`config.mk`:
```
export PLATFORM = sky130hd
export DESIGN_NAME = epma_write_path
export DESIGN_NICKNAME = d
export VERILOG_FILES = /design/src/hw/rtl/epma_pkg.sv /design/src/hw/rtl/epma_write_path.sv
export SDC_FILE = /design/constraint.sdc
export NUM_CORES = 1
export LEC_CHECK = 0
export CORE_MARGIN = 2
export CORE_UTILIZATION = 55
export DETAILED_ROUTE_END_ITERATION = 16
export DONT_BUFFER_PORTS = 1
export PLACE_DENSITY = 0.7
export SYNTH_ARGS = -nofsm -noshare
export SYNTH_HDL_FRONTEND = slang
export SYNTH_SLANG_ARGS = --single-unit
```
`constraint.sdc`:
```
create_clock -name vclk -period 6.5
set_input_delay 0.65 -clock vclk [all_inputs]
set_output_delay 0.65 -clock vclk [all_outputs]
set_load 0.02 [all_outputs]
```
`src/hw/rtl/epma_pkg.sv`:
```
`timescale 1ns / 1ps
package epma_pkg;

   // Plane geometry
   localparam int PLANE_ADDR_BITS_DEFAULT = 16;
   localparam int CPU_ADDR_W = 16;
   localparam int PLANE_COUNT = 4;
   localparam int WORD_W = 32;
   localparam int CSR_INDEX_W = 3;
   localparam int CSR_DATA_W = 9;

   localparam logic [7:0] BYTE_ALL_ONES = 8'hFF;

   // Configuration register indexes
   typedef enum logic [CSR_INDEX_W-1:0] {
      CSR_MEM_ENABLE       = 3'd0,
      CSR_ADDRESS_MODES    = 3'd1,
      CSR_READ_PLANE       = 3'd2,
      CSR_COMPARE_SETUP    = 3'd3,
      CSR_PLANE_WRITE_MASK = 3'd4,
      CSR_WRITE_SETUP      = 3'd5,
      CSR_SET_RESET_SETUP  = 3'd6,
      CSR_BIT_MASK         = 3'd7
   } csr_index_type;

   // Write modes (mode 3 behaves as mode 0)
   typedef enum logic [1:0] {
      WMODE_ROTATE  = 2'd0,
      WMODE_LATCH   = 2'd1,
      WMODE_EXPAND  = 2'd2,
      WMODE_ALIAS0  = 2'd3
   } write_mode_type;

   // ALU functions
   typedef enum logic [1:0] {
      ALU_NONE = 2'd0,
      ALU_AND  = 2'd1,
      ALU_OR   = 2'd2,
      ALU_XOR  = 2'd3
   } alu_type;

   // Controller states
   typedef enum logic {
      ST_IDLE,
      ST_READ_WAIT
   } state_type;

   // Settings the write data path needs
   typedef struct packed {
      logic       odd_even;
      logic [3:0] plane_write_mask;
      logic [6:0] write_setup;
      logic [7:0] set_reset_setup;
      logic [7:0] bit_mask;
   } wcfg_type;

endpackage

```
`src/hw/rtl/epma_write_path.sv`:
```
`timescale 1ns / 1ps
module epma_write_path (
   input  logic                             enable,
   input  logic                             addr_odd,
   input  epma_pkg::wcfg_type               cfg,
   input  logic [epma_pkg::WORD_W-1:0]      latches,
   input  logic [7:0]                       cpu_data,
   output logic [epma_pkg::WORD_W-1:0]      write_word,
   output logic [epma_pkg::PLANE_COUNT-1:0] byte_enable
);
   import epma_pkg::*;

   write_mode_type mode;
   alu_type        alu;
   logic [2:0]     rot;
   logic [15:0]    rot_wide;
   logic [7:0]     rotated;
   logic [3:0]     pmask;

   assign mode     = write_mode_type'(cfg.write_setup[1:0]);
   assign alu      = alu_type'(cfg.write_setup[3:2]);
   assign rot      = cfg.write_setup[6:4];
   assign rot_wide = {cpu_data, cpu_data} >> rot;
   assign rotated  = rot_wide[7:0];

   // Odd/even steers even addresses to planes 0/2, odd to 1/3
   always_comb begin
      pmask = cfg.plane_write_mask;
      if (cfg.odd_even) begin
         pmask = addr_odd ? (pmask & 4'b1010) : (pmask & 4'b0101);
      end
      byte_enable = enable ? pmask : '0;
   end

   // Per-plane data formation, ALU and bit mask
   always_comb begin
      logic [7:0] latch;
      logic [7:0] val;
      write_word = '0;
      for (int i = 0; i < PLANE_COUNT; i++) begin
         latch = latches[8*i +: 8];
         case (mode)
            WMODE_EXPAND: val = cpu_data[i] ? BYTE_ALL_ONES : 8'h00;
            default: begin
               if (cfg.set_reset_setup[4+i]) begin
                  val = cfg.set_reset_setup[i] ? BYTE_ALL_ONES : 8'h00;
               end else begin
                  val = rotated;
               end
            end
         endcase
         case (alu)
            ALU_AND: val = val & latch;
            ALU_OR:  val = val | latch;
            ALU_XOR: val = val ^ latch;
            default: val = val;
         endcase
         val = latch ^ ((val ^ latch) & cfg.bit_mask);
         if (mode == WMODE_LATCH) begin
            val = latch;
         end
         write_word[8*i +: 8] = val;
      end
   end

endmodule

```
# Yosys cells after proc, flatten, opt, wreduce, memory -nomap -nowiden
# Cells that the tools add are included.
# W data, S select, Z words.
[classes]
eq_ne = 5
shift = 1
n_bitwise = 24
mux = 27
[op_table]
columns = ["cell", "count"]
rows = [
  ["$mux W8", 20],
  ["$pmux W8 S3", 4],
  ["$xor A8 B8 Y8", 12],
  ["$and A8 B8 Y8", 8],
  ["$or A8 B8 Y8", 4],
  ["$shr A16 B3 Y8", 1],
  ["$mux W4", 3],
  ["$eq A2 B2 Y1 const B", 3],
  ["$eq A2 B1 Y1 const B", 2],
]
[totals]
output_inout_bits = 36
ff_bits = 0
word_cells = 57

# Depth between registers and ports, before layout
[depth]
word_depth = 9
depth_mapped = 10
mapped_depth_nobuf = 8

# Worst setup path before layout
# Ideal clock, no wire load.
[synth_timing]
path_type = "in2out"
startpoint = "in cfg[20] (netlist bit)"
endpoint = "out write_word[0] (netlist bit)"
arrival_ns = 2.940
setup_slack_ns = 2.910
path_buffers = 1
path_stages = 8
path_cell_list = "buf_6 -> mux4_2 -> mux2_2 -> o21ai_2 -> ha_1 -> mux2i_1 -> a22o_1 -> o41ai_1"
[synth_between]
elab_chain_cells = 9
elab_cells_between_ends = 11
cone_classes = "shift (1); mux (4); bitwise (6)"
[synth_rtl]
columns = ["element", "line", "source"]
rows = [
  ["start: declaration", "epma_write_path.sv:5", "input epma_pkg::wcfg_type cfg,"],
  ["$shr A16 B3 Y8 (*)", "epma_write_path.sv:23", "assign rot_wide = {cpu_data, cpu_data} >> rot;"],
  ["$mux W8 (*)", "epma_write_path.sv:45", "if (cfg.set_reset_setup[4+i]) begin"],
  ["$mux W8 (*)", "epma_write_path.sv:42", "case (mode)"],
  ["$xor A8 B8 Y8 (tied with other cells)", "epma_write_path.sv:55", "ALU_XOR: val = val ^ latch;"],
  ["$pmux W8 S3 (*)", "epma_write_path.sv:52", "case (alu)"],
  ["$xor A8 B8 Y8 (*)", "epma_write_path.sv:58", "val = latch ^ ((val ^ latch) & cfg.bit_mask);"],
  ["$and A8 B8 Y8 (*)", "epma_write_path.sv:58", ""],
  ["$xor A8 B8 Y8 (*)", "epma_write_path.sv:58", ""],
  ["$mux W8 (*)", "epma_write_path.sv:59", "if (mode == WMODE_LATCH) begin"],
  ["end: declaration", "epma_write_path.sv:8", "output logic [epma_pkg::WORD_W-1:0] write_word,"],
]
# Every way passes the cells marked *; elsewhere a longest branch is shown, timed or not.

# Worst setup path after layout
[layout_timing]
startpoint = "in cfg[17] (netlist bit)"
endpoint = "out write_word[2] (netlist bit)"
[layout_between]
elab_chain_cells = 8
elab_cells_between_ends = 11
cone_classes = "eq/ne (2); mux (3); bitwise (6)"
[layout_rtl]
columns = ["element", "line"]
rows = [
  ["$eq A2 B2 Y1", "epma_write_path.sv:42"],
  ["$mux W8", "epma_write_path.sv:42"],
  ["$xor A8 B8 Y8 (tied with other cells)", "epma_write_path.sv:55"],
  ["$pmux W8 S3", "epma_write_path.sv:52"],
  ["$xor A8 B8 Y8", "epma_write_path.sv:58"],
  ["$and A8 B8 Y8", "epma_write_path.sv:58"],
  ["$xor A8 B8 Y8", "epma_write_path.sv:58"],
  ["$mux W8 (*)", "epma_write_path.sv:59"],
]
# Marks and branches as above.

==> metrics.yaml <==
run_status:
  outcome: "completed"
drt:
  via_count: 3005
  drt-initial-drc-count: 235
  dr.pass1.iters: 4
  ant_nets: 0
  drc_errors: 0
  drt_wl_total_um: 8910
  wl_per_cell_um: 19.5
  vias_per_cell: 6.56
pwr:
  p_per_area_mw_per_mm2: 88.0
  ir_drop_mv: 0.0585
  leakage_nw: 1.67
timing:
  post-route-period-util_pct: 61.2
  fmaxAchievable_ghz: 0.252
  maxSlewHeadroom_pct: 21.1
  hold_violations: 0
  period_needed_ns: 3.98
  slew_viol_final: 0
  fin_tns_setup_ns: 0
  fin_ws_ns: 2.52
  setup_viol: 0
  worst_pin_slew_ns: 1.17
  rsz0062_at_grt: "no"
logic_synthesis:
  syn_area_sq_mm: 0.00321
  yosysWarnings: 0
  syn_inst: 406
  avgSynthCellArea_sq_um: 7.90
  synth.distinct_cells: 33
  yosysSeqAreaShare_pct: 0
  synth_nets: 540
place:
  gp_congestion: 0.853
  io_buffer_count: 0
  dp.cells: 458
  dpl_worst_slack_ns: 2.57
  dp_hpwl_um: 6770
grt:
  grt_max_degree: 35
  antenna_found_initial: 0
  track_usage_pct: 27.7
  grt_overflow: 0
  grt_pass1_wl_um: 14300
  grt_pass1_vias: 2851
floorplanning:
  fp.dieW_um: 80.4
  rows: 27
  initial_utilization_pct: 57.5
  die_area_sq_mm: 0.00646
  num_io_pins: 106
  fp.dieH_um: 80.4
  core_area_sq_mm: 0.00557
worst_hold_path:
  hold-path-endpoint: "byte_enable[1]"
  hold_depth: 2
  hp-class: "primary input to output pin"
  hp-start: "cfg[24]"
worst_setup_path:
  path_buf_inv: 0
  cp_max_fo: 15
  path_class: "primary input to output pin"
  worstPathRequired_ns: 5.85
  arrival_ns: 3.33
  crit_chain: "nor2b_1 -> a21o_2 -> o21ai_2 -> ha_1 -> mux2i_1 -> a22o_1 -> o41ai_1"
  crit_path_top_delay_cell: "o41ai_1"
  start_kind: "primary input"
  crit_family: "compound AO/OA/AOI/OAI gates"
  end_kind: "output pin"
  max_stage_delay_ns: 0.92
cells_and_area:
  syn2layout_area_growth_pct: -0.468
  nClkBuffers: 0
  layout-drive-gt1-share_pct: 22.3
  nNetsFinal: 522
  fin_util_pct: 57.3
  finalNonFillerCells: 458
  numSequentialCells: 0
  seqCellArea_sq_um: 0
  antennaDiodeCount: 0
cts:
  postCtsSetupRepairBufs: 0
  cts_resized: 0
  hold_buffers: 0
job:
  maxCapViolCount: 0
==> report_power, final <==
| group | internal (mW) | switching (mW) |
|---|---|---|
| clock network | 0 | 0 |
| registers | 0 | 0 |
| logic | 0.107 | 0.174 |
| total | 0.107 | 0.174 |
==> how the worst max path moves through the flow <==
stage,startpoint,to,cells after the start
2_1_floorplan,cfg[20],write_word[0],8
3_3_place_gp,cfg[17],write_word[2],7
3_5_place_dp,cfg[17],write_word[2],7
4_1_cts,cfg[17],write_word[2],7
5_1_grt,cfg[17],write_word[2],7
6_report,cfg[17],write_word[2],7
==> cell usage after synthesis <==
master | number | area [sq um]
ha_1 | 64 | 801
inv_1 | 43 | 161
nand2_1 | 41 | 154
mux2i_1 | 36 | 360
o21ai_2 | 28 | 245
inv_2 | 24 | 90.1
nor2_1 | 23 | 86.3
a221o_1 | 22 | 220
o31ai_1 | 22 | 165
a22o_1 | 10 | 87.6
buf_2 | 10 | 50.1
o41ai_1 | 10 | 87.6
a21oi_1 | 8 | 40.0
mux4_2 | 8 | 180
clkbuf_1 | 6 | 22.5
mux2_4 | 6 | 90.1
nand2b_1 | 6 | 37.5
nor3_2 | 6 | 60.1
mux2_2 | 5 | 56.3
nor2b_1 | 5 | 31.3
nor2_2 | 4 | 25.0
a211o_1 | 3 | 26.3
a21o_1 | 3 | 22.5
and3_1 | 2 | 12.5
buf_4 | 2 | 15.0
buf_6 | 2 | 22.5
a21o_2 | 1 | 8.76
clkbuf_2 | 1 | 5.00
mux2i_2 | 1 | 13.8
nor3_1 | 1 | 5.00
nor3b_2 | 1 | 12.5
o21ai_0 | 1 | 5.00
or2_1 | 1 | 6.26
==> placed cells by master (no fill, tap or decap), types with 8 or more instances in the layout <==
cell and instances:
inv_1 43, mux2i_1 36, a22o_1 10, mux4_2 8
inv_2 24, o21ai_2 28, a221o_1 22, nand2_1 41
o31ai_1 22, o41ai_1 10, nor2_1 23, ha_1 64
a21oi_1 8
==> area by class of cell <==
cell class	instances	area (sq um)
inverters	67	251
multi-input cells	318	2840
repair buffers	1	7.51
well taps	72	90.1
fillers	544	2380
==> per-stage QoR <==
stage          total power [mW]  cell area (sq um)  hold slack (ns)
3_5_place_dp              0.281               3190             1.43
6_report                  0.281               3190             1.43
5_1_grt                   0.311               3190             1.45
4_1_cts                   0.282               3190             1.43
2_1_floorplan             0.243               3210             1.42
3_3_place_gp              0.269               3190             1.42
==> per-layer routing <==
layer / track usage, % / part of all wire [%] / up-vias
li1: - / - / 1427
met1: 36.3 / 42 / 1432
met2: 47.5 / 47 / 142
met3: 6.18 / 11 / 4
met4: 3.22 / 0.74 / 0
met5: 0 / 0 / -
==> kinds of logic after synthesis <==
kind of cell,after synthesis,synth area share (%)
adders and majority gates,64,25.0
muxes,56,21.8
buffers and inverters,88,11.4
AOI/OAI and AO/OA,108,28.3
and+or+nand+nor,90,13.4
Power figures use the tool's default switching activity.
